### config.mk
export PLATFORM = sky130hd
export DESIGN_NAME = hvbv_ram
export DESIGN_NICKNAME = d
export VERILOG_FILES = /design/src/sv/hvbv_ram.sv
export SDC_FILE = /design/constraint.sdc
export NUM_CORES = 1
export LEC_CHECK = 0
export BUFFER_PORTS_ARGS = -buffer_cell sky130_fd_sc_hd__buf_2
export CELL_PAD_IN_SITES_DETAIL_PLACEMENT = 0
export CELL_PAD_IN_SITES_GLOBAL_PLACEMENT = 1
export CORE_MARGIN = 4
export CORE_UTILIZATION = 45
export DETAILED_ROUTE_END_ITERATION = 8
export PLACE_DENSITY = 0.77
export REMOVE_ABC_BUFFERS = 1
export SLEW_MARGIN = 20
export SYNTH_ARGS = -nofsm -noshare
export SYNTH_HDL_FRONTEND = slang
export SYNTH_SLANG_ARGS = --single-unit
export TNS_END_PERCENT = 30
### constraint.sdc
create_clock -name clock -period 2.5 [get_ports clock]
set_input_delay 0.375 -clock clock [delete_from_list [all_inputs] [get_ports clock]]
set_output_delay 0.375 -clock clock [all_outputs]
set_load 0.005 [all_outputs]
### src/sv/hvbv_ram.sv
// Generic single-write, single-read RAM with registered read data.
// No package dependency.
module hvbv_ram #(
   parameter int WIDTH = 8,
   parameter int DEPTH = 16,
   localparam int AW = (DEPTH > 1) ? $clog2(DEPTH) : 1
) (
   input  logic             clock,
   input  logic             wr_en,
   input  logic [AW-1:0]    wr_addr,
   input  logic [WIDTH-1:0] wr_data,
   input  logic             rd_en,
   input  logic [AW-1:0]    rd_addr,
   output logic [WIDTH-1:0] rd_data
);

   logic [WIDTH-1:0] mem [DEPTH];

   always_ff @(posedge clock) begin
      if (wr_en) begin
         mem[wr_addr] <= wr_data;
      end
      if (rd_en) begin
         rd_data <= mem[rd_addr];
      end
   end

endmodule

==> flow_metrics.py <==
metrics = {
    "worst_setup_path": {
        "required_ns": 2.66,
        "r2r_end": "rd_data[4]$_DFFE_PP_",
        "reg2reg_depth": 3,
        "r2r_slack_ns": 0.94,
        "path_max_fanout": 9,
        "cp.arrival_ns": 1.87,
        "crit_chain": "buf_2 > buf_4 > mux4_1 > a22oi_1 > nand2_1",
        "critPathSlowestCell": "mux4_1",
        "critPathLaunchType": "input pin",
        "cp_slowest_stage_delay_ns": 0.62,
        "critPathCaptureType": "flip-flop",
        "r2r-start": "mem[9][4]$_DFFE_PP_",
        "crit_type": "input pin to flip-flop",
    },
    "clock_tree": {
        "post_cts_buffers": 0,
        "tritoncts": "built",
        "clock_latency_ns": 0.41,
        "cts_root_buffer": "clkbuf_16",
        "cts_buffers": 17,
        "clock_path_buffers": 2,
        "h-tree-depth": 4,
        "cts.repair.resized": 0,
        "hold_buffers": 0,
        "cts.sinks": 136,
        "cts.clk_slew.worst_paths_ns": 0.06,
    },
    "sta": {
        "fin_tns_setup_ns": 0,
        "setup_viol": 0,
        "post-route-min-period_ns": 1.708,
        "fin_skew_ns": 0.008052,
        "finalCritPeriodShare_pct": 68.32,
        "rsz0062_at_grt": "no",
        "slew_violations": 0,
        "worstMarginPinSlew_ns": 0.6306,
        "final.setup.worst_slack_ns": 0.7920,
        "max-slew-margin-rel_pct": 57.87,
        "max_freq_ghz": 0.5855,
        "hold_viol_final": 0,
    },
    "pwr": {
        "power.density_mw_per_mm2": 865.4,
        "combPwrFrac_pct": 4.5,
        "power_leakage_nw": 2.133,
        "p_int_mw": 4.344,
        "totalPowerFinal_mw": 5.424,
        "pwr-share-seq_pct": 47.6,
        "power.switching_mw": 1.080,
        "switching_share_pct": 19.91,
        "pwr-share-clk_pct": 47.9,
        "vdd_drop_max_v": 0.0005041,
    },
    "worst_hold_path": {
        "whs_endpoint": "rd_data[2]$_DFFE_PP_",
        "whs_path_depth": 1,
        "hold_path.class": "input pin to flip-flop",
        "worstHoldStart": "rd_en",
    },
    "yosys": {
        "synthArstFlopShare_pct": 0,
        "synth_common_cells": "edfxtp_1 (136), mux4_2 (18), a22oi_1 (16), mux4_1 (14), nor2_1 (13)",
        "yosysTopAreaCell": "edfxtp_1",
        "synth_edf_count": 136,
        "ys_ff_latch": 136,
        "ys_seq_area_share_pct": 78.12,
        "synth_area_leaders": "edfxtp_1 (78%), mux4_2 (7.8%), mux4_1 (7.0%)",
        "synth_cell_types": 18,
        "synthMostInstantiatedCell": "edfxtp_1",
        "yosys_warnings": 0,
        "syn_avg_cell_area_um2": 22.83,
        "syn_inst": 229,
        "synthFlopType": "edfxtp_1",
        "synth_area_mm2": 0.005228,
        "yosysTopAreaCellShare_pct": 78.12,
    },
    "floorplanning": {
        "die_x_um": 115.8,
        "top_level_ports": 27,
        "core_mm2": 0.01142,
        "fp-row-count": 39,
        "dieArea_mm2": 0.01341,
        "die_h_um": 115.8,
        "start_util_pct": 45.78,
    },
    "cells_and_area": {
        "n_antenna_cell": 0,
        "drive_gt1_share_pct": 33.11,
        "final_util_pct": 54.89,
        "area_delta_synth_final_pct": 19.89,
        "finalNetCount": 305,
    },
    "grt": {
        "grt_pass1_vias": 2574,
        "grt_use_total_pct": 17.26,
        "antenna_found_initial": 0,
        "grt_pass1_wl_mm": 15.98,
        "grt-ovfl-total": 0,
        "grt_max_degree": 21,
    },
    "run": {
        "drv_cap": 0,
    },
    "routing": {
        "wl_mm": 10.43,
        "via_count": 2505,
        "drt_iter0_markers": 214,
        "dr.pass1.iters": 4,
        "drcViolationCount": 0,
        "postRouteAntennaNets": 0,
        "vias_per_cell": 5.667,
        "wl_per_cell_um": 23.59,
    },
    "place": {
        "place_ws_ns": 0.3273,
        "io_buffers": 26,
        "place_congestion": 0.7536,
        "hpwl_mm": 6.530,
    },
    "run_status": {
        "status": "complete, no violations",
    },
}
## logic make-up (layout without fill, tap and decap cells)
logic type	count (synthesis)	after routing	share of synthesized area, %
compound gates	16	16	2.298
buf+inv	10	80	1.651
flops	136	136	78.12
mux	32	32	14.79
simple gates	35	35	3.136
## state kept, by name (all words and copies together) (netlist names)
name     flops
mem        128
rd_data      8
## per-stage QoR
stage                     hold WS [ns]  cells  area, um^2
after floorplan                 0.4739    219        5141
after global placement          0.7267    410        5640
after detailed placement        0.7462    410        5640
after CTS                       0.3144    442        6267
after global routing            0.3260    442        6267
final                           0.3290    442        6267
## worst max-delay path, delay by kind of cell
kind | cells | cell delay [ns]
buffers and inverters | 2 | 0.55
AO/OA/AOI/OAI | 1 | 0.23
multiplexers | 1 | 0.62
AND/OR/NAND/NOR | 1 | 0.09
## power by group through the flow
stage	Sequential [mW]	Combinational (mW)	Clock, mW
2_1_floorplan	2.63	0.102	0
3_3_place_gp	2.63	0.240	0
3_5_place_dp	2.63	0.247	0
4_1_cts	2.58	0.249	2.64
5_1_grt	2.59	0.266	2.75
6_report	2.58	0.244	2.60
## metal layers
layer	global-route usage, %	vias to the layer above	routed length (um)
met4	5.568	0	107
met1	23.64	1291	4527
li1	-	1095	-
met2	27.20	108	5115
met3	4.804	11	675
met5	0	-	0
## worst max-delay path by stage
stage	cells past startpoint	slack (ns)	end	startpoint
global route	5	0.73	rd_data[0]$_DFFE_PP_	rd_addr[0]
floorplan	2	0.63	mem[0][0]$_DFFE_PP_	wr_addr[2]
CTS	5	0.77	rd_data[5]$_DFFE_PP_	rd_addr[0]
finish	5	0.79	rd_data[0]$_DFFE_PP_	rd_addr[0]
global placement	5	0.36	rd_data[0]$_DFFE_PP_	rd_addr[0]
detailed placement	5	0.33	rd_data[0]$_DFFE_PP_	rd_addr[0]
## layout make-up
| cell class | instances | area [um^2] |
|---|---|---|
| clock buffer | 17 | 425.4 |
| fill | 882 | 5151 |
| multi-input combinational | 83 | 1057 |
| clock inverter | 15 | 201.4 |
| tap | 143 | 178.9 |
| sequential | 136 | 4084 |
| timing repair buffer | 48 | 320.3 |
## cell usage in the layout (no fill, tap or decap)
cell	netlist	routed
clkinvlp_4	0	3
buf_12	0	2
nand3_1	1	1
clkinv_2	0	3
nand2b_1	2	2
buf_2	3	26
clkinv_4	0	3
and2_1	1	1
bufinv_16	0	4
inv_6	0	2
buf_4	1	20
nand3b_1	2	2
nor2_1	13	13
nor3_1	4	4
nor2b_1	1	1
nand2_1	9	9
a22oi_1	16	16
clkbuf_16	0	17
mux4_2	18	18
edfxtp_1	136	136
or3b_2	1	1
mux4_1	14	14
and2b_1	1	1
Power figures use the tool's default switching activity.
