### src/sv/hvbv_lane.sv
// One bit lane: saturating vote counter update and majority threshold.
// No package dependency; instantiated once per word bit by the top level.
module hvbv_lane #(
   parameter int CNT_WIDTH = 6,
   parameter int VOTE_LIMIT = 31
) (
   input  logic signed [CNT_WIDTH-1:0] count,
   input  logic                        bound,
   output logic signed [CNT_WIDTH-1:0] count_next,
   output logic                        positive
);

   localparam logic signed [CNT_WIDTH-1:0] LimPos = CNT_WIDTH'(VOTE_LIMIT);
   localparam logic signed [CNT_WIDTH-1:0] LimNeg = -LimPos;
   localparam logic signed [CNT_WIDTH-1:0] One = CNT_WIDTH'(1);

   // Step toward the bound bit, holding at the limits
   always_comb begin
      count_next = count;
      if (bound) begin
         if (count < LimPos) begin
            count_next = count + One;
         end
      end else if (count > LimNeg) begin
         count_next = count - One;
      end
   end

   // Strictly positive counter votes one
   assign positive = !count[CNT_WIDTH-1] && (|count);

endmodule

### config.mk
export PLATFORM = sky130hd
export DESIGN_NAME = hvbv_lane
export DESIGN_NICKNAME = d
export VERILOG_FILES = /design/src/sv/hvbv_lane.sv
export SDC_FILE = /design/constraint.sdc
export NUM_CORES = 1
export LEC_CHECK = 0
export ABC_AREA = 1
export BUFFER_PORTS_ARGS = -buffer_cell sky130_fd_sc_hd__buf_2
export CAP_MARGIN = 25
export CORE_AREA = 2 2 39 41
export DETAILED_ROUTE_END_ITERATION = 6
export DIE_AREA = 0 0 41 43
export PLACE_DENSITY = 0.53
export SKIP_LAST_GASP = 1
export SLEW_MARGIN = 20
export SYNTH_ARGS = -nofsm -noshare
export SYNTH_HDL_FRONTEND = slang
export SYNTH_SLANG_ARGS = --single-unit
### constraint.sdc
create_clock -name vclk -period 1.4
set_input_delay 0.14 -clock vclk [all_inputs]
set_output_delay 0.14 -clock vclk [all_outputs]
set_load 0.02 [all_outputs]
==> results of run 1 <==
[metrics by stage]
step / std cells / TNS, ns / power, mW / hold slack [ns]
final: 112 / 0 / 0.1938 / 0.6041
after CTS: 111 / -0.007782 / 0.1728 / 0.6082
after floorplan: 76 / 0 / 0.1085 / 0.3566
after global routing: 112 / 0 / 0.2145 / 0.6294
after global placement: 111 / -0.04548 / 0.1672 / 0.6145
after detailed placement: 111 / -0.07771 / 0.1676 / 0.6062
[synth_stat cells]
cell type,count,area [µm²]
nand4_1,3,18.77
o21ai_0,2,10.01
inv_1,8,30.03
nor2_1,5,18.77
clkbuf_1,1,3.750
o211ai_1,1,7.510
nand3_1,13,65.06
xor2_1,2,17.52
nand2_2,2,12.51
xnor2_1,1,8.760
buf_6,1,11.26
nor2_4,1,11.26
or2_2,1,6.260
nand2_1,24,90.09
a31oi_1,1,6.260
ha_1,4,50.05
nand3_2,1,10.01
nor2_2,1,6.260
o21ai_1,2,10.01
inv_2,2,7.510
[what timing repair did]
action	CTS	global route
setup endpoints to repair	3	6
pin swaps	0	7
resized for setup	3	16
cloned	0	0
buffers inserted	0	1
hold buffers	0	0
[final cells by class]
type | count | area share (%)
multi-input cells | 64 | 64.07
repair buffers | 22 | 26.49
inverters | 10 | 6.160
well taps | 16 | 3.285
[power breakdown]
part	leakage (nW)	internal [mW]	switching [mW]
Clock	0	0	0
Combinational	0.333	0.0828	0.111
Sequential	0	0	0
Total	0.333	0.0828	0.111
[per-layer routing]
layer	routed length [µm]	part of all wire, %	vias to the layer above	global-route usage [%]
li1	-	-	289	-
met1	482	45	228	19.62
met2	533	50	10	22.81
met3	52	4.9	0	0
met4	0	0	0	0
met5	0	0	-	0
[cell families (layout without fill, tap and decap cells)]
kind of cell	count (synthesis)	after routing	synth area share [%]
AND/OR/NAND/NOR	51	51	59.50
buffers and inverters	12	32	13.08
AO/OA/AOI/OAI	6	6	8.413
adder cells (fa/ha/maj)	4	4	12.46
XOR/XNOR	3	3	6.543
[final timing paths]
| path | endpoint | slack [ns] | cells past startpoint | startpoint |
|---|---|---|---|---|
| worst max-delay path | count_next[3] | 0.09 | 9 | count[1] |
| worst min-delay path | positive | 0.60 | 3 | count[5] |
==> qor.csv, run 1 <==
metric,value,unit
synthCells,76,
p_leak,0.3330,nW
power_density,318.0,nW/µm²
start_util,29.02,%
design_area,609.3,µm²
setup_viol,0,
die_y,43,µm
die_w,41,µm
path_buf_inv,4,
grt_pass1_vias,435,
num_rows,14,
nFillCells,154,
multi_input_area,390.4,µm²
fmax,765.1,MHz
yosysWarningCount,0,
dp_hpwl,863.2,µm
netlist_area,401.6,µm²
relSlewSlack,85.51,%
final.period_utilization,93.36,%
slowest_delay,0.17,ns
port_buffers,14,
final_cell_mix,"nand2_1 (23), nand3_1 (13), buf_2 (9), buf_4 (8), inv_1 (7)",
critPathCaptureType,output port,
synth_seq_area_share,0,%
min_period,1.307,ns
vias,527,
crit_slowest_cell,nor2_1,
synth_nets,87,
rsz0062_at_grt,no,
n_antenna_cell,0,
grt-ovfl-total,0,
hold_viol_final,0,
worst_pin_slew,0.2172,ns
routed_wl,1067,µm
crit_chain,buf_6 > buf_6 > buf_4 > nor2_1 > nand2_1 > xor2_1 > nand3_1 > nand2_1 > buf_4,
crit_required,1.26,ns
wl_per_cell,9.527,µm
outcome,"complete, no violations",
synth_cell_types,20,
area_delta_synth_final,51.71,%
drc_errors,0,
report.final.slew_viol_count,0,
final_common_cell,nand2_1,
die_area,1763,µm²
crit_fanout,3,
gp_congestion,0.8365,
fin_util,44.03,%
vdd_drop_max,0.1145,mV
ant_nets,0,
startpoint_type,input port,
seq_cell_count,0,
hold_class,in -> out,
clockBufferCount,0,
worstPathArrival,1.17,ns
grt_usage,13.49,%
grt_antenna_before_repair,0,
viasPerCell,4.705,
first_pass_iters,4,
avgSynthCellArea,5.285,µm²
critPathKind,in -> out,
seqCellArea,0,µm²
dp_slack,-0.03980,ns
critPathTopFamily,buffers and inverters,
grt_max_degree,10,
maxCapViolCount,0,
place_area,529.3,µm²
setup_ws,0.09295,ns
drive_above_1_share,36.46,%
drt_iter0_markers,9,
nets,109,
core_area,1384,µm²
grt_pass1_wl,1800,µm
io_pins,14,
Note: power is estimated with default switching activity, not from simulation.
==> run 2, diff against run 1 <==
- PLACE_DENSITY: 0.53 -> unset
- PLACE_DENSITY_LB_ADDON: unset -> 0.1
- clock period: 1.4 -> 1.7 ns (I/O delays scaled with it)
==> qor.csv, run 2 (synthesized netlist as in run 1, its figures left out) <==
metric,value,unit,change
hold_class,in -> out,,
first_pass_iters,4,,unchanged
critPathCaptureType,output port,,
startpoint_type,input port,,
worstPathArrival,1.37,ns,+0.20 ns
layout.cells.non_filler,107,,-4.5%
outcome,"complete, no violations",,
port_buffers,14,,unchanged
power_density,261.2,nW/µm²,-18%
drive_above_1_share,27.47,%,-9.0 points
maxCapViolCount,0,,unchanged
area_delta_synth_final,25.55,%,
grt_antenna_before_repair,0,,unchanged
io_pins,14,,unchanged
hold_viol_final,0,,unchanged
fin_util,36.44,%,-7.6 points
routed_wl,1044,µm,-2.2%
crit_slowest_cell,or2_2,,
drc_errors,0,,unchanged
final_cell_mix,"nand2_1 (24), buf_2 (14), nand3_1 (13), inv_1 (8), nor2_1 (5)",,
start_util,29.02,%,unchanged
grt_pass1_vias,437,,+0.46%
relSlewSlack,86.31,%,+0.81 points
gp_congestion,0.7534,,-9.9%
hold_slack,0.6778,ns,+0.07364 ns
crit_required,1.53,ns,+0.27 ns
min_period,1.541,ns,
crit_fanout,6,,+3
die_w,41,µm,unchanged
die_y,43,µm,unchanged
finalSetupTns,0,ns,unchanged
dp.cells,107,,-3.6%
ant_nets,0,,unchanged
cts_hold_buf,0,,unchanged
critPathKind,in -> out,,
final.period_utilization,90.66,%,
fmax,648.9,MHz,
grt_max_degree,10,,unchanged
crit_chain,buf_2 > inv_1 > ha_1 > or2_2 > nand2_4 > o21ai_1 > o21ai_1 > buf_2,,
die_area,1763,µm²,unchanged
grt_usage,13.49,%,unchanged
critPathTopFamily,simple AND/OR/NAND/NOR gates,,
path_buf_inv,3,,-1
grt-ovfl-total,0,,unchanged
worst-path-stages,8,,-1
drt_iter0_markers,4,,-5
hold_depth,3,,unchanged
n_antenna_cell,0,,unchanged
seq_cell_count,0,,unchanged
nets,104,,-4.6%
final_common_cell,nand2_1,,
setup_viol,0,,unchanged
vdd_drop_max,0.07601,mV,-34%
vias,496,,-5.9%
viasPerCell,4.636,,-1.5%
dp_hpwl,837.6,µm,-3.0%
report.final.slew_viol_count,0,,unchanged
seqCellArea,0,µm²,unchanged
core_area,1384,µm²,unchanged
rsz0062_at_grt,no,,
nFillCells,166,,+7.8%
grt_pass1_wl,1787,µm,-0.72%
slowest_delay,0.32,ns,+0.15 ns
worst_pin_slew,0.2045,ns,-0.01262 ns
num_rows,14,,unchanged
p_leak,0.2936,nW,-12%
wl_per_cell,9.757,µm,+2.4%
clockBufferCount,0,,unchanged
[run 2: cell count changes in the layout (fill, tap and decap cells not counted), sizes merged]
cell,before,now
buf,22,17
[run 2: metrics by stage]
stage / total power, mW / setup slack, ns / cell area, µm²
floorplan: 0.08935 / 0.2439 / 401.6
global placement: 0.1311 / 0.1171 / 499.2
detailed placement: 0.1313 / 0.1256 / 499.2
CTS: 0.1315 / 0.1214 / 499.2
global route: 0.1491 / 0.02725 / 504.2
finish: 0.1317 / 0.1588 / 504.2
[run 2: report_power, final]
part / switching [mW] / leakage, nW / internal, mW / total [mW]
Combinational: 0.0842 / 0.294 / 0.0475 / 0.132
Clock: 0 / 0 / 0 / 0
Sequential: 0 / 0 / 0 / 0
Total: 0.0842 / 0.294 / 0.0475 / 0.132
[run 2: path summary, 6_finish.rpt]
path | slack [ns] | from | to
setup / recovery | 0.16 | count[0] | count_next[2]
hold / removal | 0.68 | count[5] | positive
[run 2: final cells by class]
cell class	count	area [µm²]	area share [%]
Multi-Input combinational cell	64	354.1	70.22
Timing Repair Buffer	17	92.59	18.36
Inverter	10	37.54	7.444
Tap cell	16	20.02	3.970
[run 2: per-layer routing]
layer | vias to the layer above | part of all wire, % | global-route usage [%]
li1 | 275 | - | -
met1 | 215 | 48 | 21.20
met3 | 0 | 3.3 | 0
met2 | 6 | 49 | 21.25
met5 | - | 0 | 0
met4 | 0 | 0 | 0
[run 2: repair_timing]
action,CTS,global route
gates resized for setup,0,1
setup buffers,0,0
setup endpoints to repair,0,1
==> run 3, diff against run 2 <==
- MAX_ROUTING_LAYER: unset -> met4
==> qor.csv, run 3 (synthesized netlist as in run 1, its figures left out) <==
metric,value,unit,change
outcome,"complete, no violations",,
area_delta_synth_final,25.55,%,unchanged
dp_hpwl,837.6,µm,unchanged
seqCellArea,0,µm²,unchanged
final.period_utilization,90.64,%,about the same
viasPerCell,4.645,,+0.20%
rsz0062_at_grt,no,,
n_antenna_cell,0,,unchanged
io_pins,14,,unchanged
dp.cells,107,,unchanged
drc_errors,0,,unchanged
gp_congestion,0.7632,,+1.3%
die_y,43,µm,unchanged
grt_usage,13.82,%,+0.33 points
nets,104,,unchanged
critPathKind,in -> out,,
num_rows,14,,unchanged
setup_viol,0,,unchanged
core_area,1384,µm²,unchanged
drt_iter0_markers,4,,unchanged
routed_wl,1042,µm,-0.19%
power_density,260.9,nW/µm²,about the same
ant_nets,0,,unchanged
startpoint_type,input port,,
final_common_cell,nand2_1,,
report.final.slew_viol_count,0,,unchanged
maxCapViolCount,0,,unchanged
relSlewSlack,86.31,%,unchanged
p_leak,0.2936,nW,unchanged
grt_antenna_before_repair,0,,unchanged
start_util,29.02,%,unchanged
min_period,1.541,ns,-0.0002330 ns
crit_required,1.53,ns,about the same
grt_pass1_vias,435,,-0.46%
wl_per_cell,9.738,µm,-0.19%
final_cell_mix,"nand2_1 (24), buf_2 (14), nand3_1 (13), inv_1 (8), nor2_1 (5)",,
worst_pin_slew,0.2045,ns,unchanged
worstPathArrival,1.37,ns,about the same
die_w,41,µm,unchanged
vias,497,,+0.20%
critPathCaptureType,output port,,
grt_max_degree,10,,unchanged
drive_above_1_share,27.47,%,unchanged
vdd_drop_max,0.07593,mV,about the same
hold_class,in -> out,,
grt-ovfl-total,0,,unchanged
crit_fanout,6,,unchanged
seq_cell_count,0,,unchanged
fmax,649.0,MHz,about the same
port_buffers,14,,unchanged
die_area,1763,µm²,unchanged
finalSetupTns,0,ns,unchanged
clockBufferCount,0,,unchanged
hold_viol_final,0,,unchanged
grt_pass1_wl,1787,µm,unchanged
first_pass_iters,4,,unchanged
layout.cells.non_filler,107,,unchanged
nFillCells,166,,unchanged
[run 3: cell counts in the layout (fill, tap and decap cells not counted)]
No cell type changed its count.
[run 3: area by class of cell]
cell class	instances	area, µm²	area share (%)
inverter	10	37.54	7.444
timing repair buffer	17	92.59	18.36
multi-input combinational	64	354.1	70.22
tap	16	20.02	3.970
[run 3: layer usage]
metal	vias up	track usage [%]	part of all wire [%]
li1	275	-	-
met1	216	21.20	48
met2	6	21.25	49
met3	0	0	3.3
met4	0	0	0
met5	-	-	0
[run 3: per-stage QoR]
| step | total power [mW] | hold slack (ns) | util (%) | setup slack [ns] | cell area (µm²) |
|---|---|---|---|---|---|
| final | 0.1316 | 0.6770 | 36.44 | 0.1591 | 504.2 |
| after global routing | 0.1491 | 0.7178 | 36.44 | 0.02725 | 504.2 |
| after CTS | 0.1315 | 0.6816 | 36.08 | 0.1214 | 499.2 |
| after detailed placement | 0.1313 | 0.6803 | 36.08 | 0.1256 | 499.2 |
| after global placement | 0.1311 | 0.6802 | 36.08 | 0.1171 | 499.2 |
| after floorplan | 0.08935 | 0.4166 | - | 0.2439 | 401.6 |
[run 3: path summary, 6_finish.rpt]
kind / slack [ns] / end / start / depth (start not counted)
worst max-delay path: 0.16 / count_next[2] / count[0] / 8
worst min-delay path: 0.68 / positive / count[5] / 3
[run 3: what timing repair did]
action,in CTS,in global routing
setup buffers,0,0
gates resized for setup,0,1
hold buffers,0,0
setup endpoints to repair,0,1
[run 3: critical path, stage by stage]
cell and delay, ns:
buf_2 0.15, inv_1 0.07, ha_1 0.20, or2_2 0.32
nand2_4 0.11, o21ai_1 0.07, o21ai_1 0.11, buf_2 0.17
[run 3: power by group]
group          internal, mW  switching [mW]
Clock                     0               0
Combinational        0.0475          0.0840
Sequential                0               0
