[config.mk]
export PLATFORM = sky130hd
export DESIGN_NAME = hvbv_merge
export DESIGN_NICKNAME = d
export VERILOG_FILES = /design/src/sv/hvbv_pkg.sv /design/src/sv/hvbv_merge.sv
export SDC_FILE = /design/constraint.sdc
export NUM_CORES = 1
export LEC_CHECK = 0
export BUFFER_PORTS_ARGS = -buffer_cell sky130_fd_sc_hd__clkbuf_2
export CAP_MARGIN = 20
export CORE_MARGIN = 2
export CORE_UTILIZATION = 52
export CTS_CLUSTER_DIAMETER = 80
export DETAILED_ROUTE_END_ITERATION = 7
export PLACE_DENSITY = 0.88
export SYNTH_ARGS = -nofsm -noshare
export SYNTH_HDL_FRONTEND = slang
export SYNTH_SLANG_ARGS = --single-unit
[constraint.sdc]
create_clock -name clock -period 10.3 [get_ports clock]
set_input_delay 2.06 -clock clock [delete_from_list [all_inputs] [get_ports clock]]
set_output_delay 2.06 -clock clock [all_outputs]
set_load 0.01 [all_outputs]
[src/sv/hvbv_pkg.sv]
// Package for the hypervector bundle vote block: payload structs, field widths
// and the control struct passed from the top level to the merge stage.
// No dependencies; compile first.
package hvbv_pkg;

   // Bits per streamed hypervector word, one lane per bit
   localparam int WORD_BITS = 64;
   localparam int BUNDLE_WIDTH = 4;
   localparam int WORD_INDEX_WIDTH = 7;
   // Running distance sums and per-word popcounts
   localparam int SUM_WIDTH = 14;
   localparam int PCNT_WIDTH = 7;
   localparam logic [SUM_WIDTH-1:0] SUM_MAX = '1;

   typedef enum logic {
      KIND_ADD   = 1'b0,
      KIND_QUERY = 1'b1
   } kind_type;

   typedef struct packed {
      kind_type                    kind;
      logic [BUNDLE_WIDTH-1:0]     bundle_index;
      logic [WORD_INDEX_WIDTH-1:0] word_index;
      logic [WORD_BITS-1:0]        key_word;
      logic [WORD_BITS-1:0]        plus_word;
      logic [WORD_BITS-1:0]        minus_word;
      logic                        vote_positive;
      logic                        last_word;
   } req_payload_type;

   typedef struct packed {
      logic [BUNDLE_WIDTH-1:0] result_bundle;
      logic                    choose_positive;
      logic [SUM_WIDTH-1:0]    distance_plus;
      logic [SUM_WIDTH-1:0]    distance_minus;
   } rsp_payload_type;

   // Merge stage controls
   typedef struct packed {
      logic pc_load;     // capture this word's popcounts
      logic hit;         // word addressed a stored row; otherwise counts are zero
      logic sum_update;  // fold popcounts into running sums
      logic sum_clear;   // final word delivered: restart the sums
   } merge_ctl_type;

endpackage

[src/sv/hvbv_merge.sv]
// Merge stage: popcounts of the thresholded word against both class bindings,
// and the two saturating running distance sums. Depends on hvbv_pkg.
module hvbv_merge (
   input  logic                             clock,
   input  logic                             reset,
   input  hvbv_pkg::merge_ctl_type          ctl,
   input  logic [hvbv_pkg::WORD_BITS-1:0]   thr_word,
   input  logic [hvbv_pkg::WORD_BITS-1:0]   key_word,
   input  logic [hvbv_pkg::WORD_BITS-1:0]   plus_word,
   input  logic [hvbv_pkg::WORD_BITS-1:0]   minus_word,
   output logic [hvbv_pkg::SUM_WIDTH-1:0]   plus_next,
   output logic [hvbv_pkg::SUM_WIDTH-1:0]   minus_next
);
   import hvbv_pkg::*;

   localparam int ByteCount = WORD_BITS / 8;

   // Byte-wise counts, then a short sum over the bytes
   function automatic logic [PCNT_WIDTH-1:0] count_ones(input logic [WORD_BITS-1:0] w);
      logic [3:0]            byte_cnt;
      logic [PCNT_WIDTH-1:0] total;
      total = '0;
      for (int b = 0; b < ByteCount; b++) begin
         byte_cnt = '0;
         for (int i = 0; i < 8; i++) begin
            byte_cnt = byte_cnt + 4'(w[b*8+i]);
         end
         total = total + PCNT_WIDTH'(byte_cnt);
      end
      return total;
   endfunction

   function automatic logic [SUM_WIDTH-1:0] sat_add(input logic [SUM_WIDTH-1:0] sum,
                                                    input logic [PCNT_WIDTH-1:0] pc);
      logic [SUM_WIDTH:0] s;
      s = {1'b0, sum} + (SUM_WIDTH+1)'(pc);
      return s[SUM_WIDTH] ? SUM_MAX : s[SUM_WIDTH-1:0];
   endfunction

   logic [PCNT_WIDTH-1:0] pc_plus_ff;
   logic [PCNT_WIDTH-1:0] pc_minus_ff;
   logic [SUM_WIDTH-1:0]  sum_plus_ff;
   logic [SUM_WIDTH-1:0]  sum_minus_ff;
   logic [PCNT_WIDTH-1:0] pc_plus_in;
   logic [PCNT_WIDTH-1:0] pc_minus_in;

   // Per-word distances; a word outside the stored range adds nothing
   assign pc_plus_in  = ctl.hit ? count_ones(thr_word ^ key_word ^ plus_word) : '0;
   assign pc_minus_in = ctl.hit ? count_ones(thr_word ^ key_word ^ minus_word) : '0;

   // Candidate sums after this word
   assign plus_next  = sat_add(sum_plus_ff, pc_plus_ff);
   assign minus_next = sat_add(sum_minus_ff, pc_minus_ff);

   always_ff @(posedge clock) begin
      if (ctl.pc_load) begin
         pc_plus_ff  <= pc_plus_in;
         pc_minus_ff <= pc_minus_in;
      end
      if (reset) begin
         sum_plus_ff  <= '0;
         sum_minus_ff <= '0;
      end else if (ctl.sum_clear) begin
         sum_plus_ff  <= '0;
         sum_minus_ff <= '0;
      end else if (ctl.sum_update) begin
         sum_plus_ff  <= plus_next;
         sum_minus_ff <= minus_next;
      end
   end

endmodule

==> key figures, run 1 <==
Worst setup path
  • R2r endpoint: sum_plus_ff[6]
  • R2r setup slk: 8.01 ns
  • Crit path kind: input pin to register
  • WP depth: 22
  • Crit Path Max Fanout: 2
  • Worst setup EP type: register
  • FF-to-FF path depth: 8
  • CP max stage cell: fa_1
  • Buffer and inverter count on the worst path: 5
  • CP startpoint: key_word[48]
  • Critical path cell sequence: clkbuf_2 > xnor2_1 > xnor2_1 > fa_1 > fa_1 > fa_1 > inv_1 > fa_1 > fa_1 > inv_1 > fa_1 > inv_1 > fa_1 > fa_1 > inv_1 > ha_1 > fa_1 > a21oi_1 > nor2_1 > nor2_1 > xnor2_1 > and2_1
  • Reg-to-Reg Start: sum_plus_ff[0]
  • CP Data Arrival Time: 8.37 ns
  • Crit path to: pc_plus_ff[4]
  • Critical Path Source Type: input pin
  • Crit-path most repeated cell: fa_1
  • Family with the most delay on the worst path: adder cells
  • Slowest stage delay, CP: 0.58 ns
  • WP data required: 10.35 ns

Place
  • Gp weighted congestion: 0.9314
  • Hpwl dp: 20.10 mm
  • IO Port Bufs: 289

Yosys
  • Async set-reset flop share out of synthesis: 0%
  • Post-synth cell types: 66
  • Yosys warning total: 0
  • Gate Count Post-Synth: 769
  • Seq/Total Area, Yosys: 12.85%
  • Synth area leader: fa_1
  • Top_reg_cell synth: dfxtp_1
  • EDFF count, synth: 14
  • Most frequent cell after synthesis: xnor2_1
  • Ranking of synthesized cells by area: fa_1 29%, xnor2_1 17%, dfxtp_1 7.3%
  • Share of the synthesized area in the top cell type: 28.86%
  • Post-Syn Nets: 1185
  • Most frequent cells after synthesis: 151 x xnor2_1, 110 x fa_1, 106 x inv_1
  • Post-Syn Area: 0.007631 mm²
  • Mapped Avg Cell Area: 9.923 µm²
  • Post-synthesis register bit count: 42

Clock tree
  • H-tree depth: 2
  • Clock slew seen by the registers of the worst setup and hold paths: 0.06 ns
  • Clk root buf: clkbuf_16
  • CTS tree: done
  • Resize count post-CTS: 0
  • TritonCTS Buffers: 5
  • Bufs on Longest Clock Path: 2
  • Clock sinks: 42
  • Post-CTS setup buffers: 0
  • Hold buffer count at CTS: 0
  • Worst-Skew Late Latency: 0.29 ns

Global routing
  • Antenna violations before repair: 1
  • Largest net degree at the start of global routing: 48
  • GRT Total Usage: 28.73%
  • Vias in the first global route: 6875
  • Overflow after GRT: 0
  • First-pass GRT wire length: 35.14 mm

Outcome
  • Status: finished, final reports clean

Timing
  • Final Hold Vio Count: 0
  • Fmax: 0.1201 GHz
  • Setup Viol. Count Final: 0
  • Fin crit share: 80.84%
  • Skew final: 0.004407 ns
  • Post-layout min period: 8.327 ns
  • Final slew viol count: 0
  • RSZ-0062 raised after global routing: no
  • Setup tns final: 0 ns
  • Actual slew at the worst max-slew pin: 0.8320 ns
  • Slew HR: 44.53%

Routing
  • Drt total wl: 22.52 mm
  • Wire per inst: 18.22 µm
  • Routed Antenna Nets: 0
  • Via density per instance: 5.267
  • DRC Markers: 0
  • Initial drt markers: 286
  • DR vias: 6510
  • DR pass1 iterations: 7

Finish
  • Reg area: 980.9 µm²
  • NumNets Final: 1466
  • Layout area overhead: 22.84%
  • Layout cells sized above 1: 30.45%
  • Final core utilization: 64.99%
  • Multi-input gate area: 0.006166 mm²
  • FILL cells: 1146

Min path
  • Hold Path Class: register to register

Floorplanning
  • Top Ports: 290
  • Core area: 0.01442 mm²
  • Die Wd: 125.1 µm
  • Die Span Y: 125.1 µm
  • Initial core utilization: 52.91%
  • Row cnt: 44
  • Die ar.: 0.01566 mm²

Run
  • MaxCap Viol Count: 0
[area by class of cell]
class	count	area share, %
sequential	42	10.46
clock inverter	2	0.1468
inverter	106	4.245
clock buffer	6	1.375
tap	184	2.456
antenna	1	0.02670
multi-input combinational	605	65.78
timing repair buffer	290	15.51
[kinds of logic after synthesis]
| family | Yosys count | share of synthesized area (%) |
|---|---|---|
| AO/OA/AOI/OAI | 124 | 11.66 |
| XOR/XNOR | 206 | 23.64 |
| adder cells (fa/ha/maj) | 154 | 36.07 |
| buffers and inverters | 122 | 6.345 |
| flip-flops | 42 | 12.85 |
| multiplexers | 7 | 1.017 |
| AND/OR/NAND/NOR | 114 | 8.411 |
[how the worst min path moves through the flow]
stage / start / to / cells past startpoint
after detailed placement: sum_minus_ff[12] / sum_minus_ff[12] / 2
after CTS: sum_minus_ff[12] / sum_minus_ff[12] / 2
after global placement: sum_minus_ff[12] / sum_minus_ff[12] / 2
after floorplan: sum_minus_ff[12] / sum_minus_ff[12] / 2
final: sum_minus_ff[4] / sum_minus_ff[4] / 2
after global routing: sum_minus_ff[5] / sum_minus_ff[5] / 2
[routing by layer]
layer	global-route usage [%]	share of wire, %	vias up
met4	11.31	4.3	0
met3	4.365	6.5	62
met5	0	0	-
met1	34.49	38	3087
met2	51.76	51	283
li1	-	-	3078
[sequential cells by signal (all words and copies together) (netlist names)]
| register | flops |
|---|---|
| pc_plus_ff | 7 |
| pc_minus_ff | 7 |
| sum_minus_ff | 14 |
| sum_plus_ff | 14 |
[placed cells by master, fill, tap and decap left out, types with 3 or more instances in the layout]
| master | count |
|---|---|
| clkbuf_16 | 5 |
| nor4b_1 | 5 |
| and4_1 | 5 |
| o21a_1 | 7 |
| nor3_1 | 3 |
| edfxtp_1 | 14 |
| and2_1 | 12 |
| o211ai_1 | 3 |
| ha_1 | 44 |
| nand2_1 | 26 |
| a21oi_1 | 26 |
| inv_1 | 106 |
| a21o_1 | 7 |
| nor2_1 | 24 |
| clkbuf_2 | 289 |
| a211oi_1 | 7 |
| nor2b_1 | 4 |
| xnor2_1 | 151 |
| nand4_1 | 6 |
| xor2_1 | 55 |
| nand3_1 | 8 |
| o21ai_0 | 21 |
| dfxtp_1 | 28 |
| a211oi_2 | 3 |
| and3_1 | 6 |
| fa_1 | 110 |
| a31oi_1 | 21 |
| mux2i_1 | 4 |
[worst register-to-register path, stage by stage, from the launching register on]
cell and delay, ns:
dfxtp_1 0.36, ha_1 0.18, inv_1 0.05, fa_1 0.43
nor2b_4 0.17, o211ai_1 0.11, and4b_1 0.21, nor4b_1 0.47
a31oi_1 0.15
[through the flow]
step / worst slack (ns) / cells / area, µm² / hold slack (ns)
2_1_floorplan: 2.216 / 769 / 7631 / 0.4758
3_3_place_gp: 1.831 / 1227 / 9229 / 0.4956
3_5_place_dp: 1.698 / 1227 / 9229 / 0.5162
4_1_cts: 1.991 / 1235 / 9371 / 0.5240
5_1_grt: 1.756 / 1236 / 9374 / 0.5543
6_report: 1.973 / 1236 / 9374 / 0.5318
Power of run 1 is not shown: default switching activity piles up to over one toggle a cycle in this logic, so the estimate is an artifact.
==> inputs of run 2 (changes only) <==
--- a/config.mk
+++ b/config.mk
@@ -5,13 +5,14 @@
 export SDC_FILE = /design/constraint.sdc
 export NUM_CORES = 1
 export LEC_CHECK = 0
+export ABC_AREA = 1
 export BUFFER_PORTS_ARGS = -buffer_cell sky130_fd_sc_hd__clkbuf_2
 export CAP_MARGIN = 20
 export CORE_MARGIN = 2
-export CORE_UTILIZATION = 52
+export CORE_UTILIZATION = 47
 export CTS_CLUSTER_DIAMETER = 80
 export DETAILED_ROUTE_END_ITERATION = 7
-export PLACE_DENSITY = 0.88
+export PLACE_DENSITY = 0.84
 export SYNTH_ARGS = -nofsm -noshare
 export SYNTH_HDL_FRONTEND = slang
 export SYNTH_SLANG_ARGS = --single-unit
==> constraint.sdc (replaced) <==
create_clock -name clock -period 6.9 [get_ports clock]
set_input_delay 1.38 -clock clock [delete_from_list [all_inputs] [get_ports clock]]
set_output_delay 1.38 -clock clock [all_outputs]
set_load 0.01 [all_outputs]
==> run 2 against run 1 <==
Effect of this change:
- the flow now finishes with violations (setup timing)
- clock skew is essentially flat
- design area increased by 18%
- global-route usage down 1.7 points
- largest cell class unchanged
==> key figures, run 2 <==
Clock tree
  • TritonCTS Buffers: 5 (unchanged)
  • Clock slew seen by the registers of the worst setup and hold paths: 0.06 ns (about the same)
  • H-tree depth: 2 (unchanged)
  • Clk root buf: clkbuf_16
  • Worst-Skew Late Latency: 0.29 ns (about the same)
  • Hold buffer count at CTS: 0 (unchanged)
  • CTS tree: done
  • Bufs on Longest Clock Path: 2 (unchanged)
  • Clock sinks: 42 (unchanged)

Yosys
  • Seq/Total Area, Yosys: 12.45% (-0.40 points)
  • Synth area leader: fa_1
  • Post-synth cell types: 24 (-64%)
  • Top_reg_cell synth: dfxtp_1
  • Async set-reset flop share out of synthesis: 0% (unchanged)
  • Post-synthesis register bit count: 42 (unchanged)
  • Post-Syn Area: 0.007879 mm² (+3.2%)
  • Mapped Avg Cell Area: 8.233 µm² (-17%)
  • Yosys warning total: 0 (unchanged)
  • Ranking of synthesized cells by area: fa_1 28%, xor2_1 12%, inv_1 11%
  • Gate Count Post-Synth: 957 (+24%)
  • Most frequent cell after synthesis: inv_1
  • Share of the synthesized area in the top cell type: 27.95% (-0.91 points)
  • EDFF count, synth: 14 (unchanged)
  • Most frequent cells after synthesis: 238 x inv_1, 119 x nand2_1, 111 x xor2_1
  • Post-Syn Nets: 1373 (+16%)

Worst setup path
  • CP Data Arrival Time: 7.25 ns (-1.12 ns)
  • Buffer and inverter count on the worst path: 5 (unchanged)
  • Family with the most delay on the worst path: adder cells
  • WP data required: 6.94 ns (-3.41 ns)
  • Reg-to-Reg Start: pc_minus_ff[5]
  • R2r endpoint: sum_minus_ff[3]
  • R2r setup slk: 4.74 ns (-3.27 ns)
  • Crit-path most repeated cell: fa_2
  • Critical Path Source Type: input pin
  • Crit path kind: input pin to register
  • Slowest stage delay, CP: 0.57 ns (about the same)
  • Crit Path Max Fanout: 2 (unchanged)
  • Worst setup EP type: register
  • WP depth: 23 (+4.5%)
  • CP max stage cell: fa_1
  • FF-to-FF path depth: 11 (+3)
  • Critical path cell sequence: buf_8 > xnor2_4 > buf_6 > xor2_4 > inv_2 > fa_1 > fa_2 > fa_2 > fa_2 > fa_2 > fa_2 > inv_2 > fa_2 > fa_1 > inv_2 > ha_4 > fa_2 > nand3_2 > nand3_2 > a21oi_1 > nor2_1 > nor2_1 > nor2_1

Finish
  • Reg area: 980.9 µm² (unchanged)
  • Final core utilization: 67.36% (+2.4 points)
  • Most common cell after layout, fill and taps aside: clkbuf_2
  • FILL cells: 1228 (+7.2%)
  • NumNets Final: 1725 (+18%)
  • Multi-input gate area: 0.006678 mm² (+8.3%)
  • Layout area overhead: 40.76%
  • Layout cells sized above 1: 37.79% (+7.3 points)
  • Most frequent cells in the layout: 269 x clkbuf_2, 212 x inv_1, 118 x nand2_1, 105 x xor2_1, 93 x fa_1
  • Top flop regs: sum_minus_ff (14), sum_plus_ff (14)

Timing
  • RSZ-0062 raised after global routing: yes
  • Fmax: 0.1387 GHz
  • Fin crit share: 104.5%
  • Final slew viol count: 0 (unchanged)
  • Setup slack after layout: -0.3122 ns (-2.286 ns)
  • Final Hold Vio Count: 0 (unchanged)
  • Post-layout min period: 7.212 ns
  • Actual slew at the worst max-slew pin: 0.7628 ns (-0.06923 ns)
  • Skew final: 0.003974 ns (-0.0004334 ns)
  • Slew HR: 49.15% (+4.6 points)
  • Setup Viol. Count Final: 9 (+9)

Global routing
  • Overflow after GRT: 0 (unchanged)
  • First-pass GRT wire length: 37.29 mm (+6.1%)
  • Vias in the first global route: 7789 (+13%)
  • GRT Total Usage: 27.01% (-1.7 points)
  • Antenna violations before repair: 4 (+3)
  • Largest net degree at the start of global routing: 40 (-17%)

Min path
  • Hold path start: sum_minus_ff[3]
  • Hold Path Class: register to register
  • Hold Path Sink: sum_minus_ff[3]
  • Hold Path Cell Cnt: 2 (unchanged)

Outcome
  • Failing checks: setup timing
  • Status: complete, but fails checks

Place
  • Gp weighted congestion: 0.9348 (+0.37%)
  • IO Port Bufs: 289 (unchanged)
  • Hpwl dp: 21.13 mm (+5.2%)

Routing
  • DRC Markers: 0 (unchanged)
  • Drt total wl: 25.48 mm (+13%)
  • Initial drt markers: 316 (+10%)
  • DR pass1 iterations: 5 (-2)
  • Via density per instance: 4.860 (-7.7%)
  • Wire per inst: 16.62 µm (-8.8%)
  • Routed Antenna Nets: 0 (unchanged)
  • DR vias: 7450 (+14%)

Run
  • MaxCap Viol Count: 0 (unchanged)

Floorplanning
  • Core area: 0.01647 mm² (+14%)
  • Top Ports: 290 (unchanged)
  • Die Wd: 133.5 µm (+6.7%)
  • Row cnt: 47 (+6.8%)
  • Die Span Y: 133.5 µm (+6.7%)
  • Die ar.: 0.01782 mm² (+14%)
  • Initial core utilization: 47.85% (-5.1 points)
[run 2: tightest hold or removal path, cell delays in order (launching register included)]
cell	delay, ns
dfxtp_1	0.31
o21ai_0	0.13
a21oi_1	0.04
[run 2: how the worst max path moves through the flow]
| stage | from | endpoint | slack, ns |
|---|---|---|---|
| floorplan | key_word[58] | pc_plus_ff[6] | -0.14 |
| global placement | key_word[24] | pc_minus_ff[6] | -0.48 |
| detailed placement | key_word[24] | pc_minus_ff[6] | -0.56 |
| CTS | thr_word[15] | pc_minus_ff[6] | -0.21 |
| global route | key_word[51] | pc_minus_ff[6] | -0.47 |
| finish | key_word[24] | pc_plus_ff[6] | -0.31 |
[run 2: final cells by class]
type                    instances  share of cell area [%]
diodes                          3                 0.06769
clock buffers                   5                   1.128
well taps                     220                   2.482
clock inverters                 3                  0.1918
multi-input cells             666                   60.21
flip-flops and latches         42                   8.845
repair buffers                355                   18.99
inverters                     239                   8.089
[run 2: layer usage]
metal | share of wire [%] | global-route usage [%] | routed length, µm | vias up
met3 | 6.2 | 5.061 | 1587 | 97
li1 | - | - | - | 3528
met4 | 6.1 | 12.77 | 1552 | 2
met5 | 0.051 | 0 | 13 | -
met2 | 54 | 51.66 | 13750 | 327
met1 | 34 | 28.35 | 8576 | 3496
[run 2: logic make-up (layout without fill, tap and decap cells)]
group	count (synthesis)	after routing	synth area share, %
other	0	3	0
XOR/XNOR	203	203	22.57
buffers and inverters	249	602	12.09
flip-flops	42	42	12.45
AND/OR/NAND/NOR	249	249	14.15
adder cells (fa/ha/maj)	154	154	34.94
AO/OA/AOI/OAI	60	60	3.811
[run 2: repair_timing]
item / 4_1_cts / 5_1_grt
hold endpoints to repair: 0 / 0
setup buffers: 8 / 10
pin swaps: 48 / 53
setup endpoints to repair: 10 / 12
resized for setup: 43 / 105
[run 2: through the flow]
| stage | worst slack [ns] | TNS [ns] | instances | instance area (µm²) | hold slack, ns |
|---|---|---|---|---|---|
| CTS | -0.2129 | -0.9181 | 1523 | 10680 | 0.5303 |
| floorplan | -0.1439 | -0.4051 | 957 | 8248 | 0.4939 |
| global placement | -0.4777 | -4.108 | 1510 | 10320 | 0.5122 |
| detailed placement | -0.5557 | -5.029 | 1510 | 10320 | 0.5207 |
| global route | -0.4711 | -3.262 | 1533 | 11090 | 0.5491 |
| finish | -0.3122 | -1.464 | 1533 | 11090 | 0.5273 |
Power of run 2 is left out for the same reason.
==> inputs of run 3 (changes only) <==
--- a/config.mk
+++ b/config.mk
@@ -13,6 +13,7 @@
 export CTS_CLUSTER_DIAMETER = 80
 export DETAILED_ROUTE_END_ITERATION = 7
 export PLACE_DENSITY = 0.84
+export SETUP_SLACK_MARGIN = 0.5
 export SYNTH_ARGS = -nofsm -noshare
 export SYNTH_HDL_FRONTEND = slang
 export SYNTH_SLANG_ARGS = --single-unit
==> run 3 against run 2 <==
Effect of this change:
- the run still ends with setup timing left
- maximum frequency grew 0.54%
- critical path type unchanged
- cell count grew 0.39%
- sequential share of layout area is essentially flat
- first-iteration DRC count shrank 12%
- worst hold slack gained 0.0041 ns
- global-route usage grew 0.24 points
- design area is essentially flat
- non-clock buffer count grew 4
==> key figures, run 3 (synthesized netlist as in run 2, its figures left out) <==
Timing
  • Slew HR: 50.38% (+1.2 points)
  • Final slew viol count: 0 (unchanged)
  • Fin crit share: 104.0% (-0.56 points)
  • Setup tns final: -1.834 ns (-0.3698 ns)
  • Actual slew at the worst max-slew pin: 0.7443 ns (-0.01852 ns)
  • Post-layout min period: 7.173 ns (-0.03882 ns)
  • Skew final: 0.003042 ns (-0.0009321 ns)
  • RSZ-0062 raised after global routing: yes
  • Setup slack after layout: -0.2734 ns (+0.03882 ns)
  • Setup Viol. Count Final: 9 (unchanged)
  • Fmax: 0.1394 GHz (+0.54%)
  • Final Hold Vio Count: 0 (unchanged)

Floorplanning
  • Row cnt: 47 (unchanged)
  • Die ar.: 0.01782 mm² (unchanged)
  • Top Ports: 290 (unchanged)
  • Die Wd: 133.5 µm (unchanged)
  • Initial core utilization: 47.85% (unchanged)
  • Die Span Y: 133.5 µm (unchanged)
  • Core area: 0.01647 mm² (unchanged)

Worst setup path
  • Slowest stage delay, CP: 0.53 ns (-0.04 ns)
  • Reg-to-Reg Start: pc_minus_ff[5]
  • R2r endpoint: sum_minus_ff[7]
  • R2r setup slk: 4.76 ns (+0.02 ns)
  • CP Data Arrival Time: 7.21 ns (-0.04 ns)
  • WP data required: 6.94 ns (about the same)
  • FF-to-FF path depth: 11 (unchanged)
  • Crit-path most repeated cell: fa_1
  • CP max stage cell: fa_1
  • CP startpoint: thr_word[49]
  • Crit Path Max Fanout: 2 (unchanged)
  • Critical Path Source Type: input pin
  • Crit path kind: input pin to register
  • Worst setup EP type: register
  • Family with the most delay on the worst path: adder cells
  • WP depth: 25 (+8.7%)
  • Buffer and inverter count on the worst path: 8 (+3)
  • Crit path to: pc_minus_ff[6]

Finish
  • Most common cell after layout, fill and taps aside: clkbuf_2
  • Layout cells sized above 1: 38.20% (+0.42 points)
  • Layout area overhead: 40.72% (about the same)
  • NumNets Final: 1729 (+0.23%)
  • Top flop regs: sum_minus_ff (14), sum_plus_ff (14)
  • Most frequent cells in the layout: 271 x clkbuf_2, 209 x inv_1, 117 x nand2_1, 106 x xor2_1, 91 x fa_1

Routing
  • Drt total wl: 24.97 mm (-2.0%)
  • DR pass1 iterations: 5 (unchanged)
  • Routed Antenna Nets: 0 (unchanged)
  • Initial drt markers: 279 (-12%)
  • Wire per inst: 16.22 µm (-2.4%)
  • DR vias: 7395 (-0.74%)
  • Via density per instance: 4.805 (-1.1%)
  • DRC Markers: 0 (unchanged)

Clock tree
  • Worst-Skew Late Latency: 0.29 ns (about the same)
  • Clk root buf: clkbuf_16
  • H-tree depth: 2 (unchanged)
  • CTS tree: done
  • Bufs on Longest Clock Path: 2 (unchanged)
  • TritonCTS Buffers: 5 (unchanged)
  • Clock slew seen by the registers of the worst setup and hold paths: 0.06 ns (about the same)
  • Clock sinks: 42 (unchanged)

Outcome
  • Status: complete, but fails checks
  • Failing checks: setup timing

Place
  • IO Port Bufs: 289 (unchanged)
  • Gp weighted congestion: 0.9269 (-0.85%)
  • Hpwl dp: 21.12 mm (about the same)

Run
  • MaxCap Viol Count: 0 (unchanged)

Global routing
  • Vias in the first global route: 7895 (+1.4%)
  • First-pass GRT wire length: 37.49 mm (+0.52%)
  • GRT Total Usage: 27.25% (+0.24 points)
  • Overflow after GRT: 0 (unchanged)
  • Antenna violations before repair: 5 (+1)
  • Largest net degree at the start of global routing: 40 (unchanged)

Min path
  • Hold Path Class: register to register
  • Hold Path Cell Cnt: 2 (unchanged)
==> run 3: cell count changes in the layout (fill, tap and decap cells not counted), sizes merged <==
cell / delta
buf: +4
clkinv: -1
diode: +2
inv: +1
==> run 3: per-stage QoR <==
| stage | hold WS, ns | util [%] | setup slack [ns] | instance area, µm² | instances |
|---|---|---|---|---|---|
| after floorplan | 0.4939 | - | -0.1431 | 8297 | 957 |
| after global placement | 0.5126 | 63.15 | -0.4750 | 10400 | 1514 |
| after detailed placement | 0.5250 | 63.15 | -0.6042 | 10400 | 1514 |
| after CTS | 0.5465 | 65.49 | -0.2156 | 10780 | 1530 |
| after global routing | 0.5542 | 67.33 | -0.4157 | 11090 | 1539 |
| final | 0.5314 | 67.33 | -0.2734 | 11090 | 1539 |
==> run 3: cell type report <==
cell class | instances | area (µm²)
inverters | 239 | 897.1
diodes | 5 | 12.51
flip-flops and latches | 42 | 980.9
clock buffers | 5 | 125.1
fillers | 1256 | 5379
well taps | 220 | 275.3
repair buffers | 359 | 2105
clock inverters | 3 | 25.02
multi-input cells | 666 | 6666
==> run 3: timing repair <==
action | in CTS | in global routing
gates cloned | 0 | 0
buffers inserted | 8 | 3
pin swaps | 41 | 38
endpoints found under the setup margin | 14 | 14
hold endpoints to repair | 0 | 0
gates resized for setup | 51 | 77
hold buffers | 0 | 0
==> run 3: routing by layer <==
metal  routed length [µm]  vias up  global-route usage [%]
met5                    0        -                       0
met4                 1541        0                   15.07
met3                 1443       80                   4.566
met2                13340      307                   51.37
met1                 8649     3470                   28.66
li1                     -     3538                       -
==> run 3: worst register-to-register path: stages (launching register included) <==
cell,delay (ns)
edfxtp_1,0.38
ha_1,0.36
nand2_1,0.14
inv_1,0.05
nand2_1,0.07
nand2_1,0.06
nand2_1,0.08
nand3_2,0.08
nand2_2,0.25
inv_1,0.18
nor2_1,0.25
a21oi_1,0.10
==> run 3: worst min path at each step <==
stage / slack (ns) / end / startpoint
final: 0.53 / sum_minus_ff[6] / sum_minus_ff[6]
after global routing: 0.55 / sum_plus_ff[5] / sum_plus_ff[5]
after CTS: 0.55 / sum_plus_ff[6] / sum_plus_ff[6]
after detailed placement: 0.53 / sum_plus_ff[3] / sum_plus_ff[3]
after global placement: 0.51 / sum_minus_ff[3] / sum_minus_ff[3]
after floorplan: 0.49 / sum_minus_ff[3] / sum_minus_ff[3]
Power of run 3 is left out for the same reason.
